## src/design/mvt_pkg.sv

```systemverilog
// Shared types and constants of the matrix-vector transform block.
package mvt_pkg;

  localparam int WORD_W        = 32;
  localparam int DIM_W         = 3;
  localparam int IDX_W         = 4;
  localparam int NUM_LANES     = 4;
  localparam int MIN_DIM       = 2;
  localparam int DEF_MAX_DIM   = 4;
  localparam int DEF_FRAC_BITS = 16;

  localparam logic [DIM_W-1:0] DIM_RESET = 3'd4;

  typedef logic signed [WORD_W-1:0] word_t;
  typedef word_t [NUM_LANES-1:0] vec_t;
  typedef vec_t [NUM_LANES-1:0] mat_t;

  typedef enum logic {
    FUNC_LOAD  = 1'b0,
    FUNC_XFORM = 1'b1
  } func_e;

  typedef struct packed {
    logic             en;
    logic [IDX_W-1:0] index;
    word_t            value;
  } load_t;

endpackage

```

## src/design/mvt_store.sv

```systemverilog
// Matrix element store, size register and operand selection for the current size.
module mvt_store import mvt_pkg::*; #(
  parameter int MAX_DIM = DEF_MAX_DIM
) (
  input  logic             clk_i,
  input  logic             rst_ni,
  input  logic             cfg_valid_i,
  input  logic [DIM_W-1:0] cfg_dim_i,
  input  load_t            load_i,
  output mat_t             opnd_o
);

  localparam int LANES = (MAX_DIM < NUM_LANES) ? MAX_DIM : NUM_LANES;
  localparam int DEPTH = LANES * LANES;
  localparam int IW    = $clog2(DEPTH);

  logic [DIM_W-1:0]  dim_q;
  logic [DIM_W-1:0]  dim_eff;
  logic [WORD_W-1:0] store_q [DEPTH];
  logic              wr_en;

  always_ff @(posedge clk_i or negedge rst_ni) begin
    if (!rst_ni) begin
      dim_q <= DIM_RESET;
    end else if (cfg_valid_i) begin
      dim_q <= cfg_dim_i;
    end
  end

  assign wr_en = load_i.en && ({1'b0, load_i.index} < (IDX_W+1)'(DEPTH));

  always_ff @(posedge clk_i or negedge rst_ni) begin
    if (!rst_ni) begin
      for (int i = 0; i < DEPTH; i++) begin
        store_q[i] <= '0;
      end
    end else if (wr_en) begin
      store_q[load_i.index[IW-1:0]] <= load_i.value;
    end
  end

  always_comb begin
    if (dim_q < DIM_W'(MIN_DIM)) begin
      dim_eff = DIM_W'(MIN_DIM);
    end else if (dim_q > DIM_W'(LANES)) begin
      dim_eff = DIM_W'(LANES);
    end else begin
      dim_eff = dim_q;
    end
  end

  // zero every element outside the active size so its products vanish
  always_comb begin
    opnd_o = '0;
    for (int c = 0; c < NUM_LANES; c++) begin
      for (int r = 0; r < NUM_LANES; r++) begin
        for (int dv = MIN_DIM; dv <= LANES; dv++) begin
          if (dim_eff == DIM_W'(dv) && c < dv && r < dv) begin
            opnd_o[c][r] = store_q[IW'(c * dv + r)];
          end
        end
      end
    end
  end

endmodule

```

## config.mk

```make
export PLATFORM = sky130hd
export DESIGN_NAME = mvt_store
export DESIGN_NICKNAME = d
export VERILOG_FILES = /design/src/design/mvt_pkg.sv /design/src/design/mvt_store.sv
export SDC_FILE = /design/constraint.sdc
export NUM_CORES = 1
export LEC_CHECK = 0
export BUFFER_PORTS_ARGS = -buffer_cell sky130_fd_sc_hd__buf_2
export CORE_AREA = 4 4 211 213
export CTS_CLUSTER_DIAMETER = 200
export CTS_CLUSTER_SIZE = 24
export DETAILED_ROUTE_END_ITERATION = 12
export DIE_AREA = 0 0 215 217
export PLACE_DENSITY = 0.61
export SYNTH_ARGS = -nofsm -noshare
export SYNTH_HDL_FRONTEND = slang
export SYNTH_SLANG_ARGS = --single-unit
```

## constraint.sdc

```tcl
create_clock -name clk_i -period 1.9 [get_ports clk_i]
set_input_delay 0.095 -clock clk_i [delete_from_list [all_inputs] [get_ports clk_i]]
set_output_delay 0.095 -clock clk_i [all_outputs]
set_load 0.1 [all_outputs]
```

# ---- Word-level counts from Yosys, hierarchy flattened
# Index checks and enable logic that the tools add are counted.
dict set report op_classes {
  n_bitwise 1
  muxes 30
  order_cmp 4
  n_reduce_logical 1
  eq_ne 3
}
# operator count
set op_table {}
lappend op_table {{two-way mux 32 bit} 26}
lappend op_table {{bitwise mux 512 bit} 1}
lappend op_table {{demux 32 bit (select 4 bit)} 1}
lappend op_table {{== test 3 x 2 -> 1 bit (second input constant)} 2}
lappend op_table {{two-way mux 3 bit} 2}
lappend op_table {{greater-or-equal comparator 5 bit (second input constant)} 1}
lappend op_table {{less-than comparator 5 x 1 -> 1 bit (second input constant)} 1}
lappend op_table {{inverter 4 -> 5 bit} 1}
lappend op_table {{== test 3 bit (second input constant)} 1}
lappend op_table {{> comparator 3 bit (second input constant)} 1}
lappend op_table {{less-than comparator 3 x 2 -> 1 bit (second input constant)} 1}
lappend op_table {{logical AND 1 bit} 1}
dict set report word_totals {
  reg_bits 515
  inputBits 43
  wordCells 56
  out_inout_bits 512
}

# ---- Depth between registers and ports, before layout
dict set report depth {
  word_depth 7
  ltp_mapped 6
  ltp_nobuf 3
}

# ---- Worst setup path after synthesis
# OpenSTA, ideal clock, no wires.
dict set report synth_timing {
  path_type {flip-flop to output port}
  from {register dim_q[0]}
  to {output port opnd_o[141] (netlist name)}
  path_stages_with_launch 7
  path_slack_ns -1.430
  t_required_ns 1.805
  path_buffers 3
  arrival_time_ns 3.235
  cell_sequence {dfrtp_1 > and2_1 > buf_2 > buf_2 > buf_4 > mux2i_1 > o21ai_0}
}
# element line_no
set synth_rtl {}
lappend synth_rtl {{from (decl)} mvt_store.sv:17} ;# logic [DIM_W-1:0] dim_q;
lappend synth_rtl {{from (signal assigned)} mvt_store.sv:26} ;# dim_q <= cfg_dim_i;
lappend synth_rtl {{to (decl)} mvt_store.sv:10} ;# output mat_t opnd_o

==> results.json <==
{
  "grt_pass1_vias": 11300,
  "vias_per_cell": 4.76,
  "grtUsageMet1_pct": 25.2,
  "ys_seq_area_share_pct": 45.8,
  "drt-initial-drc-count": 475,
  "die_x_um": 215,
  "fin_ws_ps": -268,
  "place_ws_ps": 58.6,
  "met2_usage_pct": 38.7,
  "drc": 0,
  "clk_pin_slew_ps": 110,
  "finalCritPeriodShare_pct": 114,
  "fp.coreArea_um2": 42700,
  "numCtsBuffers": 14,
  "max_freq_mhz": 461,
  "grt_overflow": 0,
  "rsz0062_at_grt": "yes",
  "yosysWarnings": 0,
  "cts_tree": "built",
  "wl_per_cell_um": 23.2,
  "p_per_area_nw_per_um2": 1360,
  "crit_chain": "buf_12 -> buf_16 -> buf_12 -> buf_12 -> nand2_1 -> o21ai_4 -> buf_12",
  "ios": 555,
  "netlist_instances": 1315,
  "status": "finished, violations left",
  "clockBufferDepth": 3,
  "dieArea_um2": 46700,
  "start_util_pct": 33.1,
  "clock_latency_ps": 500,
  "root_buffer": "clkbuf_16",
  "grt_pass1_wl_um": 75500,
  "path_class": "reg -> out",
  "antenna_found_initial": 2,
  "worstHoldPathType": "in -> reg",
  "ant_nets": 0,
  "cp.required_ps": 1800,
  "max_cap_viol_count": 0,
  "syn_area_um2": 14200,
  "slew_viol_final": 0,
  "end_kind": "output pin",
  "synth_cell_types": 19,
  "setup_viol": 256,
  "tightest_slew_ps": 581,
  "cp_max_fo": 7,
  "grt-busiest-layer": "met2",
  "worst_clock_skew_ps": 0,
  "leakagePower_uw": 0.0107,
  "timing.final.hold_violations": 0,
  "num-nets-final": 1765,
  "die_h_um": 217,
  "period_needed_ps": 2170,
  "htree_levels": 1,
  "drt-total-wl_um": 52800,
  "drive_above_1_share_pct": 61.8,
  "syn_area_per_cell_um2": 10.8,
  "rows": 76,
  "start_kind": "register",
  "routed-via-count": 10800,
  "slew_headroom_pct": 61.2,
  "hpwl_um": 33600,
  "violations": "negative setup slack",
  "area_growth_syn_to_layout_pct": 69.1,
  "drt_pre_antenna_iters": 5,
  "met3_usage_pct": 5.17,
  "mostFrequentLayoutCell": "buf_12",
  "ys_seq_elements": 259,
  "clock-sinks": 259,
  "finalSetupTns_ps": -48330,
  "layout_common_cells": "294 x buf_12, 258 x dfrtp_1, 211 x mux2_2, 192 x conb_1, 105 x buf_2",
  "grt_usage_pct": 21.1,
  "io_buffers": 362,
  "cpMostUsedCell": "buf_12",
  "critPathMaxStageDelay_ps": 680,
  "routabilityCongestion": 0.808,
  "critical_path_arrival_ps": 2070,
  "critPathSlowestCell": "dfstp_4",
  "grt_max_degree": 62,
  "final_util_pct": 56.1,
  "peakVddDrop_uv": 1170
}
sequential cells by signal, indices dropped and copies added (netlist names):
name	count
dim_q	3
store_q	256
metrics by stage:
stage / hold WS [ps] / total power, µW / cell area [µm²] / cells
3_5_place_dp: 104 / 27800 / 20900 / 2129
5_1_grt: 26.8 / 33600 / 23900 / 2271
4_1_cts: 17.4 / 32200 / 23100 / 2242
2_1_floorplan: -201 / 22100 / 16000 / 1506
6_report: 40.6 / 32600 / 23900 / 2271
3_3_place_gp: 103 / 27600 / 20900 / 2129
worst max-delay path, delay by kind of cell, from the launching register on:
family	cells	cell delay (ps)
compound gates	1	80
flops	1	680
buf+inv	5	710
simple gates	1	90
Yosys cell counts (all sizes together):
cell    count  share of area [%]
o21ai      96                3.4
nand2     131                3.5
and2      129                5.7
clkbuf    101                2.7
nand3b      3               0.16
dfstp       1               0.19
nor2b      32                1.4
and3        1              0.044
mux2      259                 21
mux2i      64                4.5
dfrtp     258                 46
nor2        4               0.11
nor3b       3               0.27
buf       231                 12
nand2b      1              0.044
conb        1              0.026
power by group:
group / switching, µW / total [µW] / internal, µW
Combinational: 14500 / 21300 / 6850
Sequential: 1160 / 7950 / 6780
Clock: 1910 / 3350 / 1440
Total: 17500 / 32600 / 15100
per-layer routing:
metal  wire length [µm]  vias to the layer above
met1              19900                     5612
met2              28200                      384
met4               1140                        0
met3               3480                       56
li1                   -                     4767
met5                  0                        -
final timing paths:
check | cells after the start | slack [ps] | endpoint | start
max | 7 | -270 | opnd_o[219] | dim_q[2]$_DFFE_PN1P_
min | 2 | 40 | store_q[406]$_DFFE_PN0P_ | load_i[22]
max reg2reg | 3 | 450 | dim_q[0]$_DFFE_PN0P_ | dim_q[0]$_DFFE_PN0P_
min reg2reg | 1 | 500 | store_q[479]$_DFFE_PN0P_ | store_q[479]$_DFFE_PN0P_
max in group asynchronous | 3 | 1040 | store_q[312]$_DFFE_PN0P_ | rst_ni
min in group asynchronous | 2 | 140 | store_q[480]$_DFFE_PN0P_ | rst_ni
what timing repair did:
action,4_1_cts,5_1_grt
gates resized for setup,128,143
endpoints found under the hold margin,366,1
gates cloned,21,16
setup buffers,38,20
pin swaps,7,24
hold buffers,38,1
setup endpoints to repair,256,257
cell type report:
| type | instances | area, µm² |
|---|---|---|
| Antenna cell | 2 | 5.00 |
| Clock buffer | 16 | 379 |
| Tap cell | 546 | 683 |
| Clock inverter | 1 | 7.51 |
| Timing Repair Buffer | 530 | 8300 |
| Multi-Input combinational cell | 917 | 8080 |
| Sequential cell | 259 | 6490 |
| Fill cell | 3338 | 18800 |
kinds of logic (layout without fill, tap and decap cells):
logic type	count (synthesis)	count (layout)	share of synthesized area, %
compound gates	96	96	3.39
simple gates	304	306	11.2
buf+inv	332	547	14.4
other cells	1	194	0.0265
mux	323	323	25.1
flops	259	259	45.8
No activity file was read; power rests on OpenSTA's default activity.
